--- config.mk ---
export PLATFORM = sky130hd
export DESIGN_NAME = npn_queue
export DESIGN_NICKNAME = d
export VERILOG_FILES = /design/src/design/npn_queue.sv
export SDC_FILE = /design/constraint.sdc
export NUM_CORES = 1
export LEC_CHECK = 0
export ABC_AREA = 1
export ABC_CLOCK_PERIOD_IN_PS = 17910
export BUFFER_PORTS_ARGS = -buffer_cell sky130_fd_sc_hd__buf_2
export CAP_MARGIN = 10
export CORE_ASPECT_RATIO = 0.8
export CORE_MARGIN = 5
export CORE_UTILIZATION = 45
export CTS_BUF_LIST = sky130_fd_sc_hd__clkbuf_16
export CTS_CLUSTER_SIZE = 28
export DETAILED_ROUTE_END_ITERATION = 8
export MAX_ROUTING_LAYER = met4
export PLACE_DENSITY = 0.72
export SKIP_LAST_GASP = 1
export SLEW_MARGIN = 20
export SYNTH_ARGS = -nofsm -noshare
export SYNTH_HDL_FRONTEND = slang
export SYNTH_SLANG_ARGS = --single-unit
export TNS_END_PERCENT = 50
--- constraint.sdc ---
create_clock -name i_clk -period 17.91 [get_ports i_clk]
set_input_delay 0.8955 -clock i_clk [delete_from_list [all_inputs] [get_ports i_clk]]
set_output_delay 0.8955 -clock i_clk [all_outputs]
set_load 0.02 [all_outputs]
--- src/design/npn_queue.sv ---
// npn_queue: small register FIFO carrying closed-polygon sums from front to back.
// Depends on no other file; width and depth are parameters.
module npn_queue #(
    parameter int W     = 133,
    parameter int DEPTH = 2
) (
    input  logic         i_clk,
    input  logic         i_rst_n,
    input  logic         i_push,
    input  logic [W-1:0] i_push_data,
    input  logic         i_pop,
    output logic         o_valid,
    output logic [W-1:0] o_data
);
    localparam int PTR_W = (DEPTH > 1) ? $clog2(DEPTH) : 1;
    localparam int CNT_W = $clog2(DEPTH + 1);

    logic [W-1:0]     r_mem [DEPTH];
    logic [PTR_W-1:0] r_wr, n_wr;
    logic [PTR_W-1:0] r_rd, n_rd;
    logic [CNT_W-1:0] r_cnt, n_cnt;

    always_comb begin
        n_wr  = r_wr;
        n_rd  = r_rd;
        n_cnt = r_cnt;
        if (i_push) begin
            n_wr = (r_wr == PTR_W'(DEPTH - 1)) ? '0 : r_wr + 1'b1;
        end
        if (i_pop) begin
            n_rd = (r_rd == PTR_W'(DEPTH - 1)) ? '0 : r_rd + 1'b1;
        end
        if (i_push && !i_pop) begin
            n_cnt = r_cnt + 1'b1;
        end else if (!i_push && i_pop) begin
            n_cnt = r_cnt - 1'b1;
        end
    end

    always_ff @(posedge i_clk) begin
        if (!i_rst_n) begin
            r_wr  <= '0;
            r_rd  <= '0;
            r_cnt <= '0;
        end else begin
            r_wr  <= n_wr;
            r_rd  <= n_rd;
            r_cnt <= n_cnt;
        end
    end

    always_ff @(posedge i_clk) begin
        if (i_push) begin
            r_mem[r_wr] <= i_push_data;
        end
    end

    assign o_valid = (r_cnt != '0);
    assign o_data  = r_mem[r_rd];

endmodule

# Yosys cells after proc, flatten, opt, wreduce, memory -nomap -nowiden
# Memories as Yosys holds them, arrays and structs flattened. A register that Yosys moved wholly into a read port is not among the register bits.
# Index checks and enable logic that the tools add are counted.
dict set report word_totals {
  ram_bits 266
  rom_bits 0
  memories 1
  latchBits 0
  word_cells 22
  regBits 4
}
dict set report op_classes {
  div_mod_pow 0
  eq_ne 0
  shift 0
  order_cmp 0
  multipliers 0
  bitwise 0
  reduce_logical 6
  n_mux 8
  n_addsub 4
}
# memory words word_bits read_ports rd_clocked_by_memory_dff write_ports line
set memory_table {}
lappend memory_table {r_mem 2 133 1 1 1 18} ;# logic [W-1:0] r_mem [DEPTH];
# operator count
set ops {}
lappend ops {{two-way mux 1 bit} 6}
lappend ops {{two-way mux 2 bit} 2}
lappend ops {{nonzero test 2 bit} 2}
lappend ops {{adder 1 bit, second input constant} 2}
lappend ops {{adder 2 x 1 -> 2 bit, second input constant} 1}
lappend ops {{logical AND 1 bit} 2}
lappend ops {{zero test 1 bit} 2}
lappend ops {{subtractor 2 x 1 -> 2 bit, second input constant} 1}

# Longest topological paths before layout
dict set report logic_depth {
  word_depth 4
  mapped_depth 8
}

# Worst setup path before layout
# No wires, ideal clock.
dict set report synth_path {
  path_type {input port to flip-flop}
  startpoint {input port i_push}
  endpoint {memory r_mem[0][0], enable pin}
  slack_ns 10.781
  stages 2
  t_arrival_ns 6.498
  t_required_ns 17.279
  cell_sequence {inv_1 nor2_1}
}
dict set report synth_between {
  elab_chain_len 2
}
# element line
set synth_rtl {}
lappend synth_rtl {{start, declared} 9} ;# input logic i_push,
lappend synth_rtl {{two-way mux 1 bit} 53} ;# if (i_push) begin
lappend synth_rtl {{two-way mux 1 bit (not written as such)} 54} ;# r_mem[r_wr] <= i_push_data;
lappend synth_rtl {{end, declared} 18}
# Every way passes these cells.

==> run metrics <==
run status=complete, no violations; total die area=25570 um^2; clk buf depth=3; die extent in y=around 140 um; Logic pwr share=0.107; Synth cell types=14; critical path class=register to output pin; Clock Sinks=between 200 and 300; kind of start point of the critical path=register; Ports=~270; final hold violation count=0; worst r2r src=r_wr$_SDFFE_PN0P_; DPL Wire Length=roughly 13000 um; Slew headroom=0.2665; initial antenna violation count=3; total wire length=19710 um; grt ovf=0; ANT nets after route=0; worst-margin pin slew=about 1.1 ns; routed vias=a little over 5000; net count after synthesis=approximately 590; htree depth=1; most common cell after layout, fill and taps aside=buf_2; #FFs+latches synth=271; VDD IR max=0.08120 mV; Overall Power=between 1 and 1.5 mW; R2R depth=3; P_leak=a little under 5 nW; DR pass1 iterations=4; crit end category=output pin; pin count of the biggest net entering global routing=86; WL/cell=between 15 and 20 um; sw frac=0.2254; Avg Synthesized Cell Area=approximately 23 um^2; gr usage total=0.1508; Flop pwr share=0.524; post-cts sizing count=0; Starting Density=0.4527; number of global-route vias before repair=about 5600; DRC=0; Arr. time, crit path=3.24 ns; CTS Root Cell=clkbuf_16; Post-Syn Area=just over 10000 um^2; P&R area growth vs syn=24.90%; post-layout worst setup margin=around 14 ns; core area=approximately 22000 um^2; Clk network pwr share=0.369; Port Buffers=270; Place WS=~14 ns; FP Rows=49; Pins Over Slew Limit=0; Synthesis Warnings=0; share of the cycle needed by the critical path after routing=0.2309; share of layout cells above drive strength 1=0.5889; worst skew pair latency=approximately 0.52 ns; Hold Path Stages=2; Cells after Synth=between 400 and 500; Layout Nets=approximately 880; sequential element share of the synthesized area=0.8005; starting DRC count in detailed routing=259; CTS tree=built; Max-Cap Viols=0; PwrDens=around 110 nW/um^2; GPL Wtd Cong=0.7736; first-pass GRT wire length=29600 um; FMAX=241.8 MHz; Reg clk slew, reported paths=roughly 0.06 ns; # setup viols final=0; Worst Hold End=r_rd$_SDFFE_PN0P_; Die W=approximately 180 um; vias per cell=roughly 4.8; setup TNS=0 ns; Pint=around 1.1 mW; crit path max fanout=72; Setup Fix Bufs, Post-CTS=0; unrepaired setup endpoints after global routing=false; most frequent cells in the layout=buf_2, edfxtp_1, mux2_4; CP required=about 17 ns; HP Start=r_rd$_SDFFE_PN0P_; post-layout min period=around 4.1 ns; Max Clock Skew=between 0.01 and 0.015 ns; reg2reg end=r_mem[1][53]$_DFFE_PP_; CTS buffer count=28; reg2reg setup slack=around 16 ns; Hold WC Path Type=register to register; Net Switching=about 0.32 mW; Post-CTS Hold Buffers=0
-- worst max-delay path by stage --
| stage | startpoint | to | cells past startpoint |
|---|---|---|---|
| 3_5_place_dp | register | o_data[37] | 3 |
| 3_3_place_gp | register | o_data[39] | 3 |
| 2_1_floorplan | i_push | r_mem[0][0]$_DFFE_PP_ | 2 |
| 5_1_grt | register | o_data[37] | 3 |
| 6_report | register | o_data[37] | 3 |
| 4_1_cts | register | o_data[37] | 3 |
-- metal layers --
| layer | GRT usage | wire length, um | share of wire |
|---|---|---|---|
| met1 | 0.1888 | 8099 | 0.41 |
| met2 | 0.2431 | 9340 | 0.47 |
| met3 | 0.04548 | 1767 | 0.090 |
| met4 | 0.04068 | 505 | 0.026 |
| met5 | - | 0 | 0 |
-- metrics by stage --
stage | utilization | cells | hold WS [ns] | instance area [um^2]
2_1_floorplan | - | 448 | 0.4635 | 10100
3_3_place_gp | 0.5266 | 1013 | 0.4783 | 11750
3_5_place_dp | 0.5266 | 1013 | 0.4903 | 11750
4_1_cts | 0.5650 | 1065 | 0.5040 | 12610
5_1_grt | 0.5655 | 1068 | 0.5301 | 12620
6_report | 0.5655 | 1068 | 0.5028 | 12620
-- registers in the layout, indices dropped and copies added, names as in the netlist, named ones only --
signal,count
r_cnt,2
r_mem,266
r_rd,1
r_wr,1
-- layout make-up --
type | instances | area (um^2)
clock inverter | 23 | 130.1
antenna | 3 | 7.507
multi-input combinational | 154 | 1862
fill | 1758 | 9697
inverter | 8 | 35.03
clock buffer | 29 | 725.7
timing repair buffer | 274 | 1385
sequential | 271 | 8092
tap | 306 | 382.9
-- cell usage after synthesis --
cell | count | area, um^2
o21ai_0 | 1 | 5.000
nand3_1 | 1 | 5.000
mux2_2 | 63 | 709.4
mux2_4 | 70 | 1051
nand4_1 | 1 | 6.260
buf_2 | 6 | 30.03
nor2_1 | 7 | 26.28
ha_1 | 1 | 12.51
nand2_1 | 9 | 33.78
inv_1 | 8 | 30.03
edfxtp_1 | 266 | 7988
buf_6 | 9 | 101.4
a21oi_1 | 1 | 5.000
dfxtp_1 | 5 | 100.1
-- critical path, stage by stage, from the launching register on --
cell and delay, ns:
dfxtp_4 1.01, buf_4 0.98, mux2_2 0.43, buf_2 0.16
-- power by group through the flow --
| stage | Clock [mW] | Sequential (mW) | Combinational [mW] |
|---|---|---|---|
| 6_report | 0.528 | 0.748 | 0.153 |
| 5_1_grt | 0.574 | 0.751 | 0.163 |
| 4_1_cts | 0.543 | 0.749 | 0.155 |
| 3_5_place_dp | 0 | 0.762 | 0.154 |
| 3_3_place_gp | 0 | 0.759 | 0.150 |
| 2_1_floorplan | 0 | 0.758 | 0.103 |
-- cell families after synthesis --
family,synth area share
AO/OA/AOI/OAI,0.0009898
flip-flops,0.8005
adder cells (fa/ha/maj),0.001238
buffers and inverters,0.01598
multiplexers,0.1742
AND/OR/NAND/NOR,0.007059
Power figures use the tool's default switching activity.
