--- src/design/npn_pkg.sv ---
// npn_pkg: shared types and fixed widths for the Newell polygon normal block.
// Depends on nothing; every other file of the block but npn_queue imports it.
package npn_pkg;

    localparam int COORD_W     = 16;
    localparam int NORM_W      = 16;
    localparam int MIN_VERTICES = 3;
    localparam int QUEUE_DEPTH = 2;

    // back end widths
    localparam int NORM_MSB = 29;            // normalized magnitude lies in [2^29, 2^30)
    localparam int MAG_W    = NORM_MSB + 1;
    localparam int SQ_W     = 2 * MAG_W;
    localparam int L2_W     = SQ_W + 2;
    localparam int ROOT_W   = L2_W + 1;
    localparam int R_W      = MAG_W + 1;
    localparam int D_W      = R_W + 1;
    localparam int Q_W      = 15;
    localparam int QCNT_W   = $clog2(Q_W);

    typedef struct packed {
        logic signed [COORD_W-1:0] x;
        logic signed [COORD_W-1:0] y;
        logic signed [COORD_W-1:0] z;
        logic                      last_vertex;
    } t_vertex_in;

    typedef struct packed {
        logic signed [COORD_W-1:0] x;
        logic signed [COORD_W-1:0] y;
        logic signed [COORD_W-1:0] z;
    } t_vertex;

    typedef struct packed {
        logic signed [NORM_W-1:0] normal_x;
        logic signed [NORM_W-1:0] normal_y;
        logic signed [NORM_W-1:0] normal_z;
        logic                     degenerate;
    } t_result;

    // one edge operation travelling down the front pipeline
    typedef struct packed {
        logic valid;
        logic en;      // edge adds to the sums
        logic final_op; // polygon closes after this edge
        logic ok;      // vertex count in range
    } t_edge_op;

    typedef enum logic [7:0] {
        S_IDLE = 8'b0000_0001,
        S_NORM = 8'b0000_0010,
        S_SQR  = 8'b0000_0100,
        S_ADD  = 8'b0000_1000,
        S_ROOT = 8'b0001_0000,
        S_PREP = 8'b0010_0000,
        S_DIV  = 8'b0100_0000,
        S_DONE = 8'b1000_0000
    } t_back_state;

endpackage

--- src/design/npn_front.sv ---
// npn_front: vertex intake, edge issue and Newell accumulation pipeline.
// Depends on npn_pkg; pushes closed-polygon sums into npn_queue.
module npn_front #(
    parameter int MAX_VERTICES = 256,
    parameter int SUM_W        = 44
) (
    input  logic                i_clk,
    input  logic                i_rst_n,
    input  logic                i_in_valid,
    output logic                o_in_stall,
    input  npn_pkg::t_vertex_in i_in_data,
    output logic                o_push,
    output logic [3*SUM_W:0]    o_push_data,
    input  logic                i_pop
);
    import npn_pkg::*;

    localparam int CNT_W = $clog2(MAX_VERTICES + 2);
    localparam int CRD_W = $clog2(QUEUE_DEPTH + 1);
    localparam int P_W   = 2 * (COORD_W + 1);

    logic [CNT_W-1:0] r_count, n_count;
    logic             r_close, n_close;
    logic             r_close_ok, n_close_ok;
    logic [CRD_W-1:0] r_credit, n_credit;
    t_edge_op         r_e, n_e;
    t_edge_op         r_p;
    t_vertex          r_first, r_prev, r_eu, r_ev, n_ev;
    logic signed [P_W-1:0]   r_px, r_py, r_pz;
    logic signed [P_W-1:0]   px, py, pz;
    logic signed [SUM_W-1:0] r_sx, r_sy, r_sz;
    logic signed [SUM_W-1:0] add_x, add_y, add_z;
    logic signed [COORD_W:0] dx, dy, dz, ax, ay, az;

    logic             accept, issue_final, edge_issue, first_we, prev_we;
    logic [CNT_W-1:0] cnt_up;
    t_vertex          v;

    assign accept      = i_in_valid && !r_close;
    assign issue_final = r_close && (r_credit < CRD_W'(QUEUE_DEPTH));
    assign v           = '{x: i_in_data.x, y: i_in_data.y, z: i_in_data.z};

    always_comb begin
        n_count    = r_count;
        n_close    = r_close;
        n_close_ok = r_close_ok;
        edge_issue = 1'b0;
        first_we   = 1'b0;
        prev_we    = 1'b0;
        cnt_up     = r_count;
        if (accept) begin
            if (r_count >= CNT_W'(MAX_VERTICES)) begin
                cnt_up = CNT_W'(MAX_VERTICES + 1);
            end else begin
                if (r_count == '0) begin
                    first_we = 1'b1;
                end else begin
                    edge_issue = 1'b1;
                end
                prev_we = 1'b1;
                cnt_up  = r_count + 1'b1;
            end
            if (i_in_data.last_vertex) begin
                n_close    = 1'b1;
                n_close_ok = (cnt_up >= CNT_W'(MIN_VERTICES))
                          && (cnt_up <= CNT_W'(MAX_VERTICES));
                n_count    = '0;
            end else begin
                n_count = cnt_up;
            end
        end
        if (issue_final) begin
            n_close = 1'b0;
        end
        n_e.valid    = edge_issue || issue_final;
        n_e.en       = edge_issue || (issue_final && r_close_ok);
        n_e.final_op = issue_final;
        n_e.ok       = r_close_ok;
        n_ev         = issue_final ? r_first : v;
        n_credit     = r_credit + CRD_W'(issue_final) - CRD_W'(i_pop);
    end

    // Newell cross terms, u = previous vertex, v = current vertex
    always_comb begin
        dx = (COORD_W+1)'(r_eu.x) - (COORD_W+1)'(r_ev.x);
        dy = (COORD_W+1)'(r_eu.y) - (COORD_W+1)'(r_ev.y);
        dz = (COORD_W+1)'(r_eu.z) - (COORD_W+1)'(r_ev.z);
        ax = (COORD_W+1)'(r_eu.x) + (COORD_W+1)'(r_ev.x);
        ay = (COORD_W+1)'(r_eu.y) + (COORD_W+1)'(r_ev.y);
        az = (COORD_W+1)'(r_eu.z) + (COORD_W+1)'(r_ev.z);
        px = dy * az;
        py = dz * ax;
        pz = dx * ay;
    end

    always_comb begin
        add_x = r_sx + (r_p.en ? SUM_W'(r_px) : '0);
        add_y = r_sy + (r_p.en ? SUM_W'(r_py) : '0);
        add_z = r_sz + (r_p.en ? SUM_W'(r_pz) : '0);
    end

    always_ff @(posedge i_clk) begin
        if (!i_rst_n) begin
            r_count    <= '0;
            r_close    <= 1'b0;
            r_close_ok <= 1'b0;
            r_credit   <= '0;
            r_e        <= '0;
            r_p        <= '0;
            r_sx       <= '0;
            r_sy       <= '0;
            r_sz       <= '0;
        end else begin
            r_count    <= n_count;
            r_close    <= n_close;
            r_close_ok <= n_close_ok;
            r_credit   <= n_credit;
            r_e        <= n_e;
            r_p        <= r_e;
            if (r_p.valid) begin
                if (r_p.final_op) begin
                    r_sx <= '0;
                    r_sy <= '0;
                    r_sz <= '0;
                end else begin
                    r_sx <= add_x;
                    r_sy <= add_y;
                    r_sz <= add_z;
                end
            end
        end
    end

    always_ff @(posedge i_clk) begin
        if (first_we) begin
            r_first <= v;
        end
        if (prev_we) begin
            r_prev <= v;
        end
        r_eu <= r_prev;
        r_ev <= n_ev;
        r_px <= px;
        r_py <= py;
        r_pz <= pz;
    end

    assign o_in_stall  = r_close;
    assign o_push      = r_p.valid && r_p.final_op;
    assign o_push_data = {r_p.ok, add_x, add_y, add_z};

endmodule

--- config.mk ---
export PLATFORM = sky130hd
export DESIGN_NAME = npn_front
export DESIGN_NICKNAME = d
export VERILOG_FILES = /design/src/design/npn_pkg.sv /design/src/design/npn_front.sv
export SDC_FILE = /design/constraint.sdc
export NUM_CORES = 2
export LEC_CHECK = 0
export ABC_AREA = 1
export BUFFER_PORTS_ARGS = -buffer_cell sky130_fd_sc_hd__buf_2
export CORE_ASPECT_RATIO = 2
export CORE_UTILIZATION = 25
export CTS_BUF_LIST = sky130_fd_sc_hd__clkbuf_16
export DETAILED_ROUTE_END_ITERATION = 8
export PLACE_DENSITY = 0.42
export SLEW_MARGIN = 20
export SYNTH_ARGS = -nofsm -noshare
export SYNTH_HDL_FRONTEND = slang
export SYNTH_SLANG_ARGS = --single-unit
export TNS_END_PERCENT = 20
--- constraint.sdc ---
create_clock -name i_clk -period 13.65 [get_ports i_clk]
set_input_delay 2.0475 -clock i_clk [delete_from_list [all_inputs] [get_ports i_clk]]
set_output_delay 2.0475 -clock i_clk [all_outputs]
set_load 0.05 [all_outputs]
Yosys cells after proc, flatten, opt, wreduce, memory -nomap -nowiden:

Cells that the tools add are included.

* bits in registers: 447
* bits in latches: 0
* memory bits (writable): 0
* ROM bits: 0
* output and inout port bits: 135
* word-level logic and storage cells: 79
* memories kept: 0

* $add $sub $neg: 12
* multiply operators: 3
* div/mod/pow operators: 0
* magnitude comparators: 4
* eq/ne operators: 0
* shifts and indexed selects: 0
* muxes and demuxes: 18
* bitwise logic cells: 1
* reduce and logical (&&, ||, !) cells: 11

Operators by type and width (number)
* two-way mux 44 bit: 6
* adder 44 bit: 3
* multiplier 17 x 17 -> 34 bit: 3
* adder 16 x 16 -> 17 bit: 3
* subtractor 16 x 16 -> 17 bit: 3
* two-way mux 48 bit: 1
* two-way mux 9 bit: 3
* adder 9 x 1 -> 9 bit, second input constant: 1
* greater-or-equal comparator 9 x 2 -> 1 bit, second input constant: 1
* greater-or-equal comparator 9 bit, second input constant: 1
* less-or-equal comparator 9 bit, second input constant: 1
* zero test 9 bit: 1
* two-way mux 1 bit: 8
* logical AND 1 bit: 5
* adder 2 x 1 -> 2 bit: 1
* logical OR 1 bit: 2
* < comparator 2 bit, second input constant: 1
* AND reduction 2 bit: 1
* OR reduction 2 bit: 1
* subtractor 2 x 1 -> 2 bit: 1
* zero test 1 bit: 1
* NOT 1 bit: 1

Logic depth before layout (Yosys ltp):

* depth after elaboration: 5
* mapped depth: 38
* gate-level depth less buffers: 38

Worst setup path before layout:

Ideal clock, no wire load.

* path type: input port to flip-flop
* from: in i_in_valid
* to: reg r_first[0] in the netlist's numbering, enable pin
* library setup time: 454 ps
* arrival: 6613 ps
* required time: 13196 ps
* slack: 6583 ps
* cell stages on the path: 5
* buffers on the path: 1
* path through: nand2_1 clkbuf_1 nor2_1 inv_1 nor2_1

* longest elaborated chain between the ends: 2

RTL lines
* start, declared: RTL line npn_front.sv:9 `input logic i_in_valid,`
* logical AND 1 bit: RTL line npn_front.sv:39 `assign accept = i_in_valid && !r_close;`
* two-way mux 1 bit: RTL line npn_front.sv:51 `if (accept) begin`
* via first_we: RTL line npn_front.sv:35 `logic accept, issue_final, edge_issue, first_we, prev_we;`
* end signal, assigned: RTL line npn_front.sv:136 `r_first <= v;`
* end, declared: RTL line npn_front.sv:28 `t_vertex r_first, r_prev, r_eu, r_ev, n_ev;`

The timed path passes the listed nets, and every way through them passes these cells.
A chain may end at the register's enable or synchronous reset.

Worst setup path in the final report:

* from: reg r_eu[0] in the netlist's numbering
* to: reg r_py[23]

* longest elaborated chain between the ends: 2

RTL lines
* start, declared: RTL line npn_front.sv:28
* start signal, assigned: RTL line npn_front.sv:141 `r_eu <= r_prev;`
* subtractor 16 x 16 -> 17 bit: RTL line npn_front.sv:87 `dz = (COORD_W+1)'(r_eu.z) - (COORD_W+1)'(r_ev.z);`
* multiplier 17 x 17 -> 34 bit: RTL line npn_front.sv:92 `py = dz * ax;`
* via py[23]: RTL line npn_front.sv:30 `logic signed [P_W-1:0] px, py, pz;`
* end signal, assigned: RTL line npn_front.sv:144 `r_py <= py;`
* end, declared: RTL line npn_front.sv:29 `logic signed [P_W-1:0] r_px, r_py, r_pz;`

The timed path passes the listed nets, and every way through them passes these cells.

==> metrics.csv <==
stage,metric,value,unit
routing,Antenna Nets Post-Route,0,
sta,Setup TNS,0,ns
routing,Initial DRC Count,2762,
place,Post-DP HPWL,221000,um
sta,final hold vios,0,
critical_path,Worst Setup Start Kind,flip-flop,
die,Die Y,714,um
critical_path,R2R cell count,30,
synth,Syn Nets,10106,
global_routing,number of global-route vias before repair,59435,
synth,Post-synth top flop,dfxtp_1,
synth,simple-gate share of the synthesized area,24.5,%
clock_tree,CTS tree,built,
min_path,HP Class,flip-flop to flip-flop,
critical_path,critical path arrival,9.25,ns
synth,Post-Synth Adder-Cell Area,37.9,%
die,Core ar.,252000,um2
sta,worst-margin pin slew,1.22,ns
global_routing,GRT Total Usage,20.1,%
clock_tree,clk sinks,447,
critical_path,FF-to-FF setup slack,5.00,ns
place,RePlAce Congestion,0.946,
sta,setup-violating endpoint count in the final report,0,
synth,Synth Area in Compound Gates,5.91,%
synth,post-synthesis mux area share,0,%
sta,clk_skew,0.126,ns
cells_and_area,Nets,10243,
cells_and_area,area grow syn2layout,10.5,%
synth,Synth area leader,fa_1,
sta,fmax,0.116,GHz
clock_tree,TritonCTS Buffers,54,
synth,Yosys top cell area share,28.3,%
die,Die W,358,um
clock_tree,clk root buf,clkbuf_16,
synth,mean post-synth cell area,7.31,um2
clock_tree,CTS Buffer Depth,3,
critical_path,Worst EP required,14.25,ns
critical_path,kind of critical path,flip-flop to flip-flop,
routing,"wirelength, routed",257000,um
critical_path,crit-path max cell delay,0.88,ns
outcome,outcome,finished clean,
critical_path,Crit. End Element,flip-flop,
synth,Synth Area in XOR/XNOR,3.21,%
die,cell row count,261,
global_routing,initial antenna violation count,15,
min_path,Hold Crit Start,r_prev[43],
run,# Max-Cap Violations,0,
sta,Slew Limit Fails,0,
global_routing,first-pass GRT wire length,378000,um
sta,part of the cycle the worst path needs,63.4,%
sta,slew margin rel.,18.8,%
cells_and_area,share of layout cells above drive strength 1,5.50,%
routing,DRC,0,
synth,Synth cell types,58,
critical_path,R2R Path Start,r_eu[0],
die,Die ar.,256000,um2
routing,Wirelength per Cell,21.1,um
routing,via/cell ratio,4.48,
critical_path,CP max FO,11,
sta,RSZ-0062 raised after global routing,false,
critical_path,RR Endpoint,r_py[23],
global_routing,grt ovf,0,
clock_tree,Post-CTS Setup Inserts,0,
synth,largest cells by area after synthesis,"fa_1, nand2_1, inv_1",
sta,Hold WS,0.320,ns
critical_path,cell at the slowest stage of the critical path,xor2_2,
sta,min Tclk post-route,8.65,ns
synth,Post-synth EDFFs,96,
clock_tree,hold_buf cts,0,
synth,most frequent cell after synthesis,nand2_1,
die,I/O pins,188,
synth,mapped cell area,63400,um2
clock_tree,PostCTS Resize Cnt,0,
synth,Synth top cells by count,"nand2_1, inv_1, fa_1",
clock_tree,worst skew pair latency,0.78,ns
clock_tree,H-tree depth,2,
min_path,Hold Path Depth,0,
die,Initial Util,25.1,%
synth,Synth Warn #,0,
global_routing,largest net degree at the start of global routing,107,
clock_tree,"CTS clk-pin slew, worst paths",0.07,ns
synth,Mapped Cells,8672,
min_path,Hold EP,r_eu[43],
routing,DR pass1 iterations,8,
synth,sequential cell area fraction in the yosys report,15.6,%
synth,Yosys reg bits,447,
place,IO buf count,187,
synth,Synth async-reset ratio,0,%
synth,main combinational cell family by area after synthesis,adder cells,
routing,via count,54368,
==> worst max-delay path: cells and delay by family, from the launching register on <==
kind	cells	cell delay, ns
xor+xnor	1	0.88
flops	1	0.34
fa+ha+maj	9	3.53
compound gates	5	1.77
simple gates	9	1.09
buf+inv	6	0.83
==> per-stage QoR <==
stage	area [um2]	setup slack (ns)	util, %	cells
after floorplan	63400	6.58	-	8672
after global placement	68300	5.14	27.0	12040
after detailed placement	68300	5.09	27.0	12040
after CTS	70100	5.02	27.8	12140
after global routing	70100	4.66	27.8	12146
final	70100	5.00	27.8	12148
==> worst max-delay path by stage <==
| stage | startpoint | end | cells after the start |
|---|---|---|---|
| 2_1_floorplan | i_in_valid | r_first[0] | 5 |
| 3_3_place_gp | r_ev[7] | r_py[23] | 29 |
| 3_5_place_dp | r_eu[0] | r_py[23] | 30 |
| 4_1_cts | r_eu[0] | r_py[23] | 30 |
| 5_1_grt | r_ev[7] | r_py[23] | 30 |
| 6_report | r_eu[0] | r_py[23] | 30 |
==> sequential cells by signal (all words and copies together), names as in the netlist <==
| signal | count |
|---|---|
| r_count | 9 |
| r_sx | 44 |
| r_credit | 2 |
| r_pz | 34 |
| r_px | 34 |
| r_ev | 48 |
| r_sy | 44 |
| r_py | 34 |
| r_close_ok | 1 |
| r_sz | 44 |
| r_p | 3 |
| o_push_data | 1 |
| r_prev | 48 |
| o_in_stall | 1 |
| r_e | 4 |
| r_eu | 48 |
| r_first | 48 |
==> cell type report <==
| class | count | area, um2 |
|---|---|---|
| clock buffer | 54 | 1350 |
| tap | 3287 | 4110 |
| antenna | 8 | 20.0 |
| clock inverter | 46 | 435 |
| timing repair buffer | 247 | 1400 |
| sequential | 447 | 9910 |
| inverter | 1970 | 7400 |
| fill | 27917 | 182000 |
| multi-input combinational | 6089 | 45500 |
==> placed cells by master (no fill, tap or decap), types with 96 or more instances in the layout <==
| cell | instances |
|---|---|
| o21ai_0 | 111 |
| nand3_1 | 306 |
| fa_1 | 897 |
| nand2_1 | 2430 |
| inv_1 | 1927 |
| nor2_1 | 792 |
| edfxtp_1 | 96 |
| dfxtp_1 | 350 |
| a21oi_1 | 408 |
| ha_1 | 484 |
| xor2_1 | 128 |
| buf_2 | 187 |
==> kinds of logic after synthesis <==
kind of cell               Yosys count
buffers and inverters             2136
adders and majority gates         1381
AOI/OAI and AO/OA                  658
and+or+nand+nor                   3838
xor gates and xnor gates           212
DFF                                447
==> layer usage <==
metal	global-route usage, %	share of wire [%]	vias to the layer above
met2	40.1	55	1313
met1	19.1	34	26296
met4	13.3	7.9	2
met3	1.81	2.9	595
li1	-	-	26162
met5	0	0.0031	-
Power is left out: the tool's default activity adds up to more than one toggle a clock period on the data nets, which glitch-free logic cannot reach.
